### src/rtl/arpc_pkg.sv
// Package for the ARP responder and address cache: protocol constants, payload types,
// controller state and the command and status structs. Depends on nothing.
package arpc_pkg;

	localparam int unsigned APB_ADDR_W = 4;
	localparam int unsigned APB_DATA_W = 64;

	// Register index taken from paddr[3]; registers sit on 8-byte boundaries.
	localparam logic REG_OWN_IP  = 1'b0;
	localparam logic REG_OWN_MAC = 1'b1;

	localparam logic [10:0] ARP_MIN_LEN    = 11'd28;
	localparam logic [15:0] ARP_HW_ETHER   = 16'h0001;
	localparam logic [15:0] ARP_PROTO_IPV4 = 16'h0800;
	localparam logic [7:0]  ARP_HW_LEN     = 8'd6;
	localparam logic [7:0]  ARP_PROTO_LEN  = 8'd4;
	localparam logic [15:0] ARP_OP_REQUEST = 16'd1;
	localparam logic [15:0] ARP_OP_REPLY   = 16'd2;
	localparam logic [47:0] MAC_BCAST      = 48'hFFFF_FFFF_FFFF;

	typedef enum logic {
		OPC_MESSAGE = 1'b0,
		OPC_LOOKUP  = 1'b1
	} opcode_t;

	typedef enum logic [2:0] {
		KIND_IGNORED = 3'd0,
		KIND_HANDLED = 3'd1,
		KIND_REPLY   = 3'd2,
		KIND_HIT     = 3'd3,
		KIND_REQUEST = 3'd4
	} kind_t;

	typedef enum logic [1:0] {
		S_IDLE,
		S_DECODE,
		S_SCAN,
		S_DONE
	} state_t;

	typedef struct packed {
		logic        opcode;
		logic [10:0] payload_length;
		logic [15:0] hw_type;
		logic [15:0] proto_type;
		logic [7:0]  hw_addr_len;
		logic [7:0]  proto_addr_len;
		logic [15:0] arp_op;
		logic [47:0] sender_mac;
		logic [31:0] sender_ip;
		logic [31:0] target_ip;
		logic [31:0] query_ip;
	} item_t;

	typedef struct packed {
		logic [2:0]  result_kind;
		logic [47:0] send_dest_mac;
		logic [15:0] msg_op;
		logic [47:0] msg_sender_mac;
		logic [31:0] msg_sender_ip;
		logic [47:0] msg_target_mac;
		logic [31:0] msg_target_ip;
		logic [47:0] resolved_mac;
	} result_t;

	typedef struct packed {
		logic capture;
		logic scan_start;
		logic scan_run;
		logic load_result;
	} ctrl_cmd_t;

	typedef struct packed {
		logic is_lookup;
		logic scan_done;
	} ctrl_sts_t;

endpackage

### src/rtl/arpc_ctrl.sv
// Controller state machine of the ARP responder: sequences capture, cache scan and
// result load, and owns the channel handshakes. Depends on arpc_pkg.
module arpc_ctrl (
	input  logic                  clk,
	input  logic                  arst_n,
	input  logic                  item_valid,
	output logic                  item_ready,
	output logic                  result_valid,
	input  logic                  result_ready,
	input  arpc_pkg::ctrl_sts_t   sts,
	output arpc_pkg::ctrl_cmd_t   cmd
);
	import arpc_pkg::*;

	state_t state_q;
	state_t state_d;
	logic   out_valid_q;

	always_ff @(posedge clk or negedge arst_n) begin
		if (!arst_n) begin
			state_q <= S_IDLE;
		end else begin
			state_q <= state_d;
		end
	end

	always_comb begin
		state_d    = state_q;
		item_ready = 1'b0;
		cmd        = '0;
		case (state_q)
			S_IDLE: begin
				item_ready = 1'b1;
				if (item_valid) begin
					cmd.capture = 1'b1;
					state_d     = S_DECODE;
				end
			end
			S_DECODE: begin
				if (sts.is_lookup) begin
					cmd.scan_start = 1'b1;
					state_d        = S_SCAN;
				end else begin
					state_d = S_DONE;
				end
			end
			S_SCAN: begin
				cmd.scan_run = 1'b1;
				if (sts.scan_done) begin
					state_d = S_DONE;
				end
			end
			S_DONE: begin
				if (!out_valid_q || result_ready) begin
					cmd.load_result = 1'b1;
					state_d         = S_IDLE;
				end
			end
			default: begin
				state_d = S_IDLE;
			end
		endcase
	end

	always_ff @(posedge clk or negedge arst_n) begin
		if (!arst_n) begin
			out_valid_q <= 1'b0;
		end else if (cmd.load_result) begin
			out_valid_q <= 1'b1;
		end else if (result_ready) begin
			out_valid_q <= 1'b0;
		end
	end

	assign result_valid = out_valid_q;

endmodule

### config.mk
export PLATFORM = sky130hd
export DESIGN_NAME = arpc_ctrl
export DESIGN_NICKNAME = d
export VERILOG_FILES = /design/src/rtl/arpc_pkg.sv /design/src/rtl/arpc_ctrl.sv
export SDC_FILE = /design/constraint.sdc
export NUM_CORES = 1
export LEC_CHECK = 0
export ABC_AREA = 0
export BUFFER_PORTS_ARGS = -buffer_cell sky130_fd_sc_hd__clkbuf_2
export CORE_AREA = 3 3 40 42
export CTS_BUF_LIST = sky130_fd_sc_hd__clkbuf_4
export CTS_CLUSTER_SIZE = 16
export DETAILED_ROUTE_END_ITERATION = 16
export DIE_AREA = 0 0 43 45
export GPL_ROUTABILITY_DRIVEN = 0
export GPL_TIMING_DRIVEN = 0
export PLACE_DENSITY = 0.43
export SLEW_MARGIN = 5
export SYNTH_ARGS = -nofsm -noshare
export SYNTH_HDL_FRONTEND = slang
export SYNTH_SLANG_ARGS = --single-unit
### constraint.sdc
create_clock -name clk -period 1.66 [get_ports clk]
set_input_delay 0.249 -clock clk [delete_from_list [all_inputs] [get_ports clk]]
set_output_delay 0.249 -clock clk [all_outputs]
set_load 0.02 [all_outputs]
==> impl_metrics.yaml, run 1 <==
timing:
  worst_slack_ns: 0.110
  slew_headroom_pct: 87.0
  hold_violations: 0
  rsz0062_at_grt: "false"
  tns_ns: 0
  max_freq_ghz: 0.645
  tightest_slew_ns: 0.196
  post-route-period-util_pct: 93.4
  slew_viol_final: 0
  min_period_ns: 1.55
  setup_violations: 0
  skew_ns: 0.000483
floorplan:
  die_h_um: 45
  core_um2: 1280
  io_pins: 12
  chipWidth_um: 43
  start_util_pct: 19.5
  rows: 13
  die_area_um2: 1940
yosys:
  yosysUniqueCellTypes: 13
  synth_top_area_share_pct: 30.0
  syn-num-nets: 32
  synth_seq_cells: 3
  synth_cells: 22
  synth.area.top_cells: "dfrtp_1, ha_1, o221ai_4"
  synth_edf_count: 0
  synth_ff_type: "dfrtp_1"
  yosysMostFrequentCell: "ha_1"
  synthTopCellsByCount: "ha_1, dfrtp_1, inv_1"
  yosys.area.top_type: "dfrtp_1"
  yosys_warnings: 0
  syn_avg_cell_area_um2: 11.4
  synthArstFlopShare_pct: 100
  ys_seq_area_share_pct: 30.0
  syn_area_um2: 250
pwr:
  sw_frac_of_total_pct: 43.6
  p_sw_mw: 0.329
  pwr-share-seq_pct: 21.6
  p_comb_share_pct: 59.8
  p_int_mw: 0.426
  power_frac_clock_pct: 18.7
  vdd_ir_drop_max_mv: 0.439
  leakage_nw: 0.195
  power_density_nw_per_um2: 2070
clock_network:
  cts_made_buffers: 3
  postCtsSetupRepairBufs: 0
  cts.reportedPaths.clkPinSlew_ns: 0.04
  clock_path_buffers: 2
  post_cts_resized: 0
  ctsHoldBuffers: 1
  htree_num_levels: 1
  cts_tree: "built"
  root_buffer: "clkbuf_4"
  clkSinkCount: 3
  clk_latency_ns: 0.23
placement:
  placed_cell_area_um2: 324
  port_buffers: 11
  dp.cells: 48
  dpl_worst_slack_ns: 0.160
layout:
  synthToLayoutAreaGrowth_pct: 45.5
  finish.instance_area_um2: 364
  layout.nets: 49
  seqCellArea_um2: 75.1
  fillers: 140
  fin_util_pct: 28.3
  antennaDiodeCount: 0
  final_cell_count_no_fill: 53
  layout-drive-gt1-share_pct: 52.6
  multiInputGateArea_um2: 160
run:
  max_cap_violations: 0
worst_setup_path:
  end_kind: "primary output"
  rr_startpoint: "state_q[0]$_DFFE_PN0P_"
  path_class: "flop to primary output"
  critPathMaxFanout: 5
  startpoint: "state_q[0]$_DFFE_PN0P_"
  timing.critical_path.from_type: "flop"
  arrival_ns: 1.30
  reg2regPathDepth: 5
  cp.required_ns: 1.41
drt:
  first_pass_iters: 4
  wl_per_cell_um: 9.45
  drt-initial-drc-count: 4
  met3_length_um: 32
  wl_met1_um: 202
  routed.top_layer: "met3"
  drc: 0
  wirelength_um: 501
  wl_met2_um: 266
  viasPerCell: 3.72
  vias: 197
  antenna_left: 0
global_route:
  grt_pass1_wl_um: 917
  antenna_found_initial: 0
  grt_pass1_vias: 206
  grt_max_degree: 6
  grt_overflow: 0
  grt_use_total_pct: 6.51
hold_path:
  hold_path.class: "primary input to flop"
  min_path_cells: 3
  min_from: "result_ready"
status:
  status: "finished clean"
[worst max-delay path, cell delays in order (launching register included)]
cell and delay, ns:
dfrtp_1 0.43, inv_1 0.11, ha_1 0.25, and2_1 0.14
clkbuf_2 0.15
[logic make-up (layout without fill, tap and decap cells)]
kind of cell / after synthesis / after routing / share of synthesized area (%)
AND/OR/NAND/NOR: 7 / 7 / 19.0
flip-flops: 3 / 3 / 30.0
AO/OA/AOI/OAI: 2 / 2 / 15.0
adder cells (fa/ha/maj): 4 / 4 / 20.0
buffers and inverters: 4 / 20 / 6.00
multiplexers: 2 / 2 / 10.0
[final cells by class]
class / count / share of cell area (%)
Multi-Input combinational cell: 15 / 44.0
Sequential cell: 3 / 20.6
Timing Repair Buffer: 12 / 17.9
Clock buffer: 4 / 8.25
Tap cell: 15 / 5.15
Inverter: 4 / 4.12
[routing by layer]
metal | track usage (%) | vias to the layer above
li1 | - | 102
met1 | 6.54 | 88
met2 | 11.7 | 7
met3 | 3.59 | 0
met4 | 1.81 | 0
met5 | 0 | -
[final timing paths]
kind / end / slack (ns)
setup / recovery: cmd[3] / 0.11
hold / removal: result_valid$_DFFE_PN0P_ / 0.32
min in group asynchronous: result_valid$_DFFE_PN0P_ / 0.35
max in group asynchronous: state_q[0]$_DFFE_PN0P_ / 1.20
setup reg to reg: state_q[1]$_DFFE_PN0P_ / 0.17
hold reg to reg: result_valid$_DFFE_PN0P_ / 0.55
[through the flow]
| step | total power, mW | hold slack [ns] |
|---|---|---|
| after floorplan | 0.505 | -0.0466 |
| after global placement | 0.613 | 0.0464 |
| after detailed placement | 0.620 | 0.0484 |
| after CTS | 0.769 | 0.320 |
| after global routing | 0.836 | 0.331 |
| final | 0.755 | 0.324 |
[state kept, by name, indices dropped and copies added, names as in the netlist]
signal and cells:
result_valid 1, state_q 2
[power groups by stage]
| stage | logic (mW) | registers (mW) | clock network [mW] |
|---|---|---|---|
| 5_1_grt | 0.503 | 0.172 | 0.161 |
| 3_3_place_gp | 0.450 | 0.162 | 0 |
| 2_1_floorplan | 0.339 | 0.166 | 0 |
| 3_5_place_dp | 0.456 | 0.164 | 0 |
| 6_report | 0.451 | 0.163 | 0.141 |
| 4_1_cts | 0.459 | 0.163 | 0.147 |
[layout by cell type (no fill, tap or decap), types with 2 or more instances in the layout]
cell type	netlist	final
clkbuf_2	0	11
ha_1	4	4
clkbuf_4	0	4
inv_1	3	3
dfrtp_1	3	3
and2_1	2	2
nand2_1	2	2
Note: power is estimated with default switching activity, not from simulation.
==> run 2: changes to the inputs <==
clock period = 1.6 ns   (was 1.66 ns; I/O delays follow)
==> run 2 against run 1 <==
Effect of this change: flip-flop and latch count unchanged; critical path type unchanged; die area unchanged; sequential share of layout area decreased by 0.14 points; register-to-register slack got worse by 0.02 ns; clock skew about the same; power increased by 5.3%; sequential power increased by 6%; final cell count unchanged; non-clock buffer count unchanged.
==> impl_metrics.yaml, run 2 (synthesis results as in run 1) <==
layout:
  finish.instance_area_um2: 367
  largest_reg_flops: 2
  final_common_cell: "clkbuf_2"
  layout-drive-gt1-share_pct: 60.5
  antennaDiodeCount: 0
  layout.nets: 49
  layout_common_cells: "clkbuf_2, clkbuf_4, inv_2, ha_1, dfrtp_1"
  synthToLayoutAreaGrowth_pct: 46.5
  final_cell_count_no_fill: 53
  top_register: "state_q"
drt:
  wl_met1_um: 195
  routed.top_layer: "met3"
  wirelength_um: 503
  drt-initial-drc-count: 4
  vias: 203
  antenna_left: 0
  drc: 0
  met3_length_um: 32
  wl_met2_um: 276
  wl_per_cell_um: 9.49
  first_pass_iters: 4
  viasPerCell: 3.83
global_route:
  grt_max_degree: 6
  grt_overflow: 0
  antenna_found_initial: 0
  grt_pass1_wl_um: 917
  grt_use_total_pct: 6.51
  grt_pass1_vias: 206
timing:
  worst_slack_ns: 0.107
  tns_ns: 0
  setup_violations: 0
  rsz0062_at_grt: "false"
  tightest_slew_ns: 0.210
  post-route-period-util_pct: 93.3
  hold_violations: 0
  slew_headroom_pct: 86.0
  max_freq_ghz: 0.670
  fin_worst_hold_slack_ns: 0.315
  slew_viol_final: 0
  min_period_ns: 1.49
  skew_ns: 0.000195
floorplan:
  core_um2: 1280
  io_pins: 12
  rows: 13
  chipWidth_um: 43
  die_h_um: 45
  start_util_pct: 19.5
  die_area_um2: 1940
pwr:
  pwr-share-seq_pct: 21.7
  p_comb_share_pct: 59.9
  p_int_mw: 0.448
  p_sw_mw: 0.347
  power_frac_clock_pct: 18.4
  leakage_nw: 0.192
  sw_frac_of_total_pct: 43.7
  power_density_nw_per_um2: 2170
  vdd_ir_drop_max_mv: 0.456
status:
  status: "finished clean"
placement:
  dp.cells: 48
  port_buffers: 11
  dpl_worst_slack_ns: 0.100
  placed_cell_area_um2: 324
worst_setup_path:
  critPathMaxFanout: 5
  path_class: "flop to primary output"
  crit_chain: "inv_2 -> ha_2 -> and2_1 -> clkbuf_2"
  arrival_ns: 1.25
  cpPeakStageDelay_ns: 0.44
  end_kind: "primary output"
  reg2regPathDepth: 5
  cp.required_ns: 1.36
  slowest_stage: "dfrtp_1"
  timing.critical_path.from_type: "flop"
hold_path:
  min_path_cells: 3
  hold_path.class: "primary input to flop"
clock_network:
  clkSinkCount: 3
  clock_path_buffers: 2
  htree_num_levels: 1
  cts_tree: "built"
  clk_latency_ns: 0.23
  root_buffer: "clkbuf_4"
  cts.reportedPaths.clkPinSlew_ns: 0.04
  cts_made_buffers: 3
  postCtsSetupRepairBufs: 0
run:
  max_cap_violations: 0
run 2: final timing paths:
kind | start | slack (ns) | end
setup / recovery | state_q[0]$_DFFE_PN0P_ | 0.11 | cmd[3]
hold / removal | result_ready | 0.31 | result_valid$_DFFE_PN0P_
setup reg to reg | state_q[0]$_DFFE_PN0P_ | 0.15 | state_q[1]$_DFFE_PN0P_
hold reg to reg | result_valid$_DFFE_PN0P_ | 0.55 | result_valid$_DFFE_PN0P_
max in group asynchronous | arst_n | 1.15 | state_q[0]$_DFFE_PN0P_
min in group asynchronous | arst_n | 0.34 | result_valid$_DFFE_PN0P_
run 2: cell type report:
type	count	area, µm²
inverter	4	15.0
fill	141	918
sequential	3	75.1
timing repair buffer	12	65.1
clock buffer	4	30.0
multi-input combinational	15	163
tap	15	18.8
run 2: through the flow:
stage	total power, mW	utilization [%]
floorplan	0.524	-
global placement	0.636	25.2
detailed placement	0.644	25.2
CTS	0.798	28.3
global route	0.878	28.5
finish	0.795	28.5
run 2: power groups by stage:
| stage | Clock (mW) | Combinational (mW) | Sequential (mW) |
|---|---|---|---|
| 3_3_place_gp | 0 | 0.467 | 0.168 |
| 3_5_place_dp | 0 | 0.473 | 0.171 |
| 5_1_grt | 0.167 | 0.529 | 0.183 |
| 4_1_cts | 0.152 | 0.477 | 0.169 |
| 6_report | 0.146 | 0.476 | 0.173 |
| 2_1_floorplan | 0 | 0.352 | 0.172 |
run 2: what timing repair did:
| action | 4_1_cts | 5_1_grt |
|---|---|---|
| endpoints found under the setup margin | 0 | 1 |
| hold buffers | 1 | 0 |
| gates resized for setup | 0 | 3 |
| endpoints found under the hold margin | 3 | 0 |
run 2: worst max-delay path: cells and delay by family, from the launching register on:
kind | cells | cell delay [ns]
adders and majority gates | 1 | 0.20
buffers and inverters | 2 | 0.26
and+or+nand+nor | 1 | 0.12
DFF | 1 | 0.44
run 2: routing by layer:
layer / track usage (%) / up-vias
li1: - / 103
met1: 6.54 / 93
met2: 11.7 / 7
met3: 3.59 / 0
met4: 1.81 / 0
met5: 0 / -
